<file path="src/rtl/sas_pkg.sv">
// Shared constants, codes and item types for the sprite animation sequencer.
package sas_pkg;

  // Sizing of the sequence store
  localparam int SEQ_COUNT   = 16;
  localparam int SEQ_ENTRIES = 64;
  localparam int FRAME_COUNT = 256;

  // Field widths
  localparam int SEQ_W   = 4;
  localparam int POS_W   = 6;
  localparam int FRAME_W = 8;
  localparam int LEN_W   = 7;
  localparam int RATE_W  = 16;
  localparam int STAMP_W = 32;
  localparam int REQ_W   = 3;

  // Frame memory holds SEQ_ENTRIES rows per sequence, addressed {seq, pos}
  localparam int FRAME_DEPTH = SEQ_COUNT * SEQ_ENTRIES;
  localparam int FADDR_W     = SEQ_W + POS_W;

  // Queue between front and back
  localparam int QUEUE_DEPTH = 2;
  localparam int QPTR_W      = $clog2(QUEUE_DEPTH);
  localparam int QCNT_W      = $clog2(QUEUE_DEPTH + 1);

  // Request codes on the input channel
  localparam logic [REQ_W-1:0] REQ_LOAD_FRAME = 3'd0;
  localparam logic [REQ_W-1:0] REQ_LOAD_DESC  = 3'd1;
  localparam logic [REQ_W-1:0] REQ_PLAY_FWD   = 3'd2;
  localparam logic [REQ_W-1:0] REQ_PLAY_BACK  = 3'd3;
  localparam logic [REQ_W-1:0] REQ_TICK       = 3'd4;

  // Classified operation carried through the queue
  typedef enum logic [2:0] {
    OP_NONE,
    OP_FRAME,
    OP_DESC,
    OP_PLAY_FWD,
    OP_PLAY_BACK,
    OP_TICK
  } op_t;

  typedef struct packed {
    op_t                op;
    logic [SEQ_W-1:0]   seq_id;
    logic [POS_W-1:0]   entry_pos;
    logic [FRAME_W-1:0] frame_value;
    logic [LEN_W-1:0]   seq_length;
    logic [RATE_W-1:0]  seq_rate;
    logic               seq_loop;
    logic [STAMP_W-1:0] time_stamp;
  } item_t;

endpackage

</file>
<file path="src/rtl/sas_front.sv">
// Front end: classify input items, clamp descriptor lengths and queue them.
module sas_front (
  input  logic                          clk,
  input  logic                          rst_n,
  input  logic                          in_valid,
  output logic                          in_ready,
  input  logic [sas_pkg::REQ_W-1:0]     in_req_type,
  input  logic [sas_pkg::SEQ_W-1:0]     in_seq_id,
  input  logic [sas_pkg::POS_W-1:0]     in_entry_pos,
  input  logic [sas_pkg::FRAME_W-1:0]   in_frame_value,
  input  logic [sas_pkg::LEN_W-1:0]     in_seq_length,
  input  logic [sas_pkg::RATE_W-1:0]    in_seq_rate,
  input  logic                          in_seq_loop,
  input  logic [sas_pkg::STAMP_W-1:0]   in_time_stamp,
  output logic                          q_valid,
  output sas_pkg::item_t                q_item,
  input  logic                          q_pop
);

  sas_pkg::item_t                  dec_item;
  logic                            seq_ok;
  logic                            frame_ok;
  sas_pkg::item_t                  q_mem [sas_pkg::QUEUE_DEPTH];
  logic [sas_pkg::QPTR_W-1:0]      wr_ptr_r, wr_ptr_nxt;
  logic [sas_pkg::QPTR_W-1:0]      rd_ptr_r, rd_ptr_nxt;
  logic [sas_pkg::QCNT_W-1:0]      count_r, count_nxt;
  logic                            push;

  // Classify the request; drop loads and plays that name nothing stored
  always_comb begin
    seq_ok   = (32'(in_seq_id) < sas_pkg::SEQ_COUNT);
    frame_ok = seq_ok && (32'(in_entry_pos) < sas_pkg::SEQ_ENTRIES) &&
               (32'(in_frame_value) < sas_pkg::FRAME_COUNT);
    dec_item             = '0;
    dec_item.seq_id      = in_seq_id;
    dec_item.entry_pos   = in_entry_pos;
    dec_item.frame_value = in_frame_value;
    dec_item.seq_rate    = in_seq_rate;
    dec_item.seq_loop    = in_seq_loop;
    dec_item.time_stamp  = in_time_stamp;
    // clamp length into 1..SEQ_ENTRIES
    if (in_seq_length == '0) begin
      dec_item.seq_length = sas_pkg::LEN_W'(1);
    end else if (32'(in_seq_length) > sas_pkg::SEQ_ENTRIES) begin
      dec_item.seq_length = sas_pkg::LEN_W'(sas_pkg::SEQ_ENTRIES);
    end else begin
      dec_item.seq_length = in_seq_length;
    end
    case (in_req_type)
      sas_pkg::REQ_LOAD_FRAME: dec_item.op = frame_ok ? sas_pkg::OP_FRAME : sas_pkg::OP_NONE;
      sas_pkg::REQ_LOAD_DESC:  dec_item.op = seq_ok ? sas_pkg::OP_DESC : sas_pkg::OP_NONE;
      sas_pkg::REQ_PLAY_FWD:   dec_item.op = seq_ok ? sas_pkg::OP_PLAY_FWD : sas_pkg::OP_NONE;
      sas_pkg::REQ_PLAY_BACK:  dec_item.op = seq_ok ? sas_pkg::OP_PLAY_BACK : sas_pkg::OP_NONE;
      sas_pkg::REQ_TICK:       dec_item.op = sas_pkg::OP_TICK;
      default:                 dec_item.op = sas_pkg::OP_NONE;
    endcase
  end

  // Queue control
  assign in_ready = (32'(count_r) < sas_pkg::QUEUE_DEPTH);
  assign push     = in_valid && in_ready;
  assign q_valid  = (count_r != '0);
  assign q_item   = q_mem[rd_ptr_r];

  always_comb begin
    wr_ptr_nxt = wr_ptr_r;
    rd_ptr_nxt = rd_ptr_r;
    count_nxt  = count_r;
    if (push) begin
      wr_ptr_nxt = (32'(wr_ptr_r) == sas_pkg::QUEUE_DEPTH - 1) ? '0 : wr_ptr_r + 1'b1;
    end
    if (q_pop) begin
      rd_ptr_nxt = (32'(rd_ptr_r) == sas_pkg::QUEUE_DEPTH - 1) ? '0 : rd_ptr_r + 1'b1;
    end
    if (push && !q_pop) begin
      count_nxt = count_r + 1'b1;
    end else if (!push && q_pop) begin
      count_nxt = count_r - 1'b1;
    end
  end

  always_ff @(posedge clk) begin
    if (!rst_n) begin
      wr_ptr_r <= '0;
      rd_ptr_r <= '0;
      count_r  <= '0;
    end else begin
      wr_ptr_r <= wr_ptr_nxt;
      rd_ptr_r <= rd_ptr_nxt;
      count_r  <= count_nxt;
    end
  end

  // Store the classified item
  always_ff @(posedge clk) begin
    if (push) begin
      q_mem[wr_ptr_r] <= dec_item;
    end
  end

endmodule

</file>
<file path="config.mk">
export PLATFORM = sky130hd
export DESIGN_NAME = sas_front
export DESIGN_NICKNAME = d
export VERILOG_FILES = /design/src/rtl/sas_pkg.sv /design/src/rtl/sas_front.sv
export SDC_FILE = /design/constraint.sdc
export NUM_CORES = 1
export LEC_CHECK = 0
export ABC_AREA = 1
export BUFFER_PORTS_ARGS = -buffer_cell sky130_fd_sc_hd__buf_2
export CAP_MARGIN = 30
export CELL_PAD_IN_SITES_DETAIL_PLACEMENT = 0
export CELL_PAD_IN_SITES_GLOBAL_PLACEMENT = 1
export CORE_ASPECT_RATIO = 2
export CORE_MARGIN = 3
export CORE_UTILIZATION = 47
export DETAILED_ROUTE_END_ITERATION = 10
export GPL_ROUTABILITY_DRIVEN = 1
export PLACE_DENSITY = 0.81
export SYNTH_ARGS = -nofsm -noshare
export SYNTH_HDL_FRONTEND = slang
export SYNTH_SLANG_ARGS = --single-unit
</file>
<file path="constraint.sdc">
create_clock -name clk -period 12.7 [get_ports clk]
set_input_delay 1.27 -clock clk [delete_from_list [all_inputs] [get_ports clk]]
set_output_delay 1.27 -clock clk [all_outputs]
set_load 0.005 [all_outputs]
</file>
==> reports/metrics.csv <==
metric,value,unit
class of the worst hold path,reg -> reg,
Max Slew Vio Count,0,
compound-cell area share of the yosys netlist,0.582,%
Synth top area share,76.8,%
crit-path leading delay family,flip-flops,
DRC Markers,0,
Arrival @ worst endpoint,1.94,ns
Slew headroom,68.1,%
Worst path slowest cell,dfxtp_4,
Crit. End Element,primary output,
Critical Path Max Stage Delay,0.65,ns
Hold Startpoint,rd_ptr_r$_SDFFE_PN0P_,
TritonCTS clock tree,done,
RR Endpoint,q_mem[1][70]$_DFFE_PP_,
Clock transition at path regs,0.06,ns
number of synthesized register bits,159,
syn_area_per_cell,20.1,µm²
Synth Area in Adders,0.208,%
Cells on Worst Hold Path,2,
TNS Setup,0,ns
total I/O pin count,160,
Final min period,3.21,ns
Main synth FF type,edfxtp_1,
Post-synth EDFFs,154,
Total GRT Usage,15.6,%
clk sinks,159,
area growth from synthesis to layout,27.0,%
CP max FO,44,
FILL cells,926,
die height,166,µm
remaining global-route overflow,0,
Initial Util,48.8,%
Routed Antenna Nets,0,
Synth Area in Simple Gates,2.02,%
max cap viols,0,
wire per inst,17.2,µm
Synth top cells by count,"edfxtp_1, mux2_2, mux2_4, inv_1, nor2_1",
"Seq/Total Area, Yosys",78.5,%
number of global-route vias before repair,3281,
DR iter-0 viols,151,
Routed Wire Length,10.9,mm
clock skew,0.00599,ns
RSZ-0062 raised after global routing,no,
Mapped Nets,381,
"Cell Area, Synth",6020,µm²
Pre-Repair DR Iteration Count,4,
layout cells sized above 1,56.1,%
post-CTS setup buffer count,0,
initial antenna violation count,1,
peak supply drop,0.112,mV
Worst Hold Endpoint,rd_ptr_r$_SDFFE_PN0P_,
actual slew at the worst max-slew pin,0.479,ns
Post-CTS Hold Fix Bufs,0,
clk root buf,clkbuf_16,
FP Rows,57,
drt via density,4.90,
Achievable Freq,312,MHz
CP Buf/Inv Count,2,
fin util,62.0,%
Worst R2R Start,count_r[1]$_SDFFE_PN0P_,
top-count cell post-synth,edfxtp_1,
Final period util,25.2,%
PortBufs,159,
Die Wd,86.0,µm
CP Cell Sequence,"buf_16, mux2_2, buf_2",
Power Density,170,nW/µm²
asr flop ratio synth,0,%
Hold Fails Final Rpt,0,
first-pass GRT wire length,16.5,mm
Area contributors post-synth,"edfxtp_1, mux2_2, mux2_4, dfxtp_1, inv_1",
WP data required,11.43,ns
final net count,554,
Worst setup SP type,register,
H-tree depth,4,
Yosys top cell by area,edfxtp_1,
clock buffer depth,2,
Worst-Skew Late Latency,0.41,ns
largest family of logic cells by synthesized area,multiplexers,
worst reg-to-reg setup slack,10.92,ns
TritonCTS Buffers,17,
status,finished clean,
largest net degree at the start of global routing,78,
Finish-stage setup viols,0,
Post-CTS Resized,0,
Setup CP Type,reg -> out,
Cells after Synth,299,
Post-DP HPWL,7.47,mm
via count,3105,
Post-Synth XOR/XNOR Area,0,%
Ys Warns,0,
Lkg Pwr,0.00300,µW
RePlAce Congestion,0.775,
Register-to-Register Path Depth,5,
post-synthesis mux area share,16.3,%
Core ar.,12300,µm²
die area,14300,µm²
synth unique cells,17,
## sequential cells by signal (all words and copies together) (netlist names), named ones only
signal	flops
q_mem	154
count_r	2
rd_ptr_r	1
wr_ptr_r	1
## per-stage QoR
| step | cell area [µm²] | std cells | worst slack (ns) | hold WS, ns | total power, µW |
|---|---|---|---|---|---|
| finish | 7650 | 634 | 9.49 | 0.512 | 1300 |
| global route | 7650 | 633 | 9.38 | 0.544 | 1350 |
| CTS | 7590 | 630 | 9.44 | 0.514 | 1310 |
| detailed placement | 6970 | 598 | 9.82 | 0.493 | 788 |
| global placement | 6940 | 597 | 9.71 | 0.475 | 781 |
| floorplan | 6020 | 299 | 7.60 | 0.459 | 726 |
## worst max path at each step
stage,cells after the start,startpoint,endpoint
floorplan,2,in_valid,q_mem[0][0]$_DFFE_PP_
global placement,2,register,q_item[36]
detailed placement,4,in_valid,q_mem[0][35]$_DFFE_PP_
CTS,3,register,q_item[36]
global route,3,register,q_item[36]
finish,3,register,q_item[68]
## routing by layer
layer / vias up / GRT usage, % / wire length, µm
met1: 1494 / 15.9 / 3690
met2: 101 / 27.1 / 6180
met4: 0 / 8.55 / 330
met3: 21 / 5.71 / 695
met5: - / 0 / 0
li1: 1489 / - / -
## worst min-delay path, delay by kind of cell, from the launching register on
kind	cells	cell delay (ns)
DFF	1	0.33
and+or+nand+nor	2	0.15
## layout by cell type (no fill, tap or decap), types with 4 or more instances in the layout
master       n
bufinv_16    4
edfxtp_1   154
clkbuf_16   17
nor2_1      13
mux2_4      30
dfxtp_1      4
nand2_1     11
inv_1       15
mux2_2      47
buf_2      159
a21oi_1      4
## where the power goes
group	switching, µW	internal, µW	total, µW
sequential	13.1	626	639
combinational	67.8	70.7	139
clock	193	329	521
total	273	1030	1300
## cell type report
class | instances | area, µm² | share of cell area, %
flip-flops and latches | 159 | 4730 | 61.8
multi-input cells | 115 | 1160 | 15.2
repair buffers | 164 | 893 | 11.7
clock buffers | 18 | 429 | 5.61
clock inverters | 14 | 189 | 2.47
well taps | 147 | 184 | 2.40
inverters | 15 | 56.3 | 0.736
diodes | 2 | 5.00 | 0.0654
## kinds of logic after synthesis
group | after synthesis
AO/OA/AOI/OAI | 7
multiplexers | 77
buffers and inverters | 25
adder cells (fa/ha/maj) | 1
AND/OR/NAND/NOR | 30
flip-flops | 159
(Power assumes the default switching activity.)
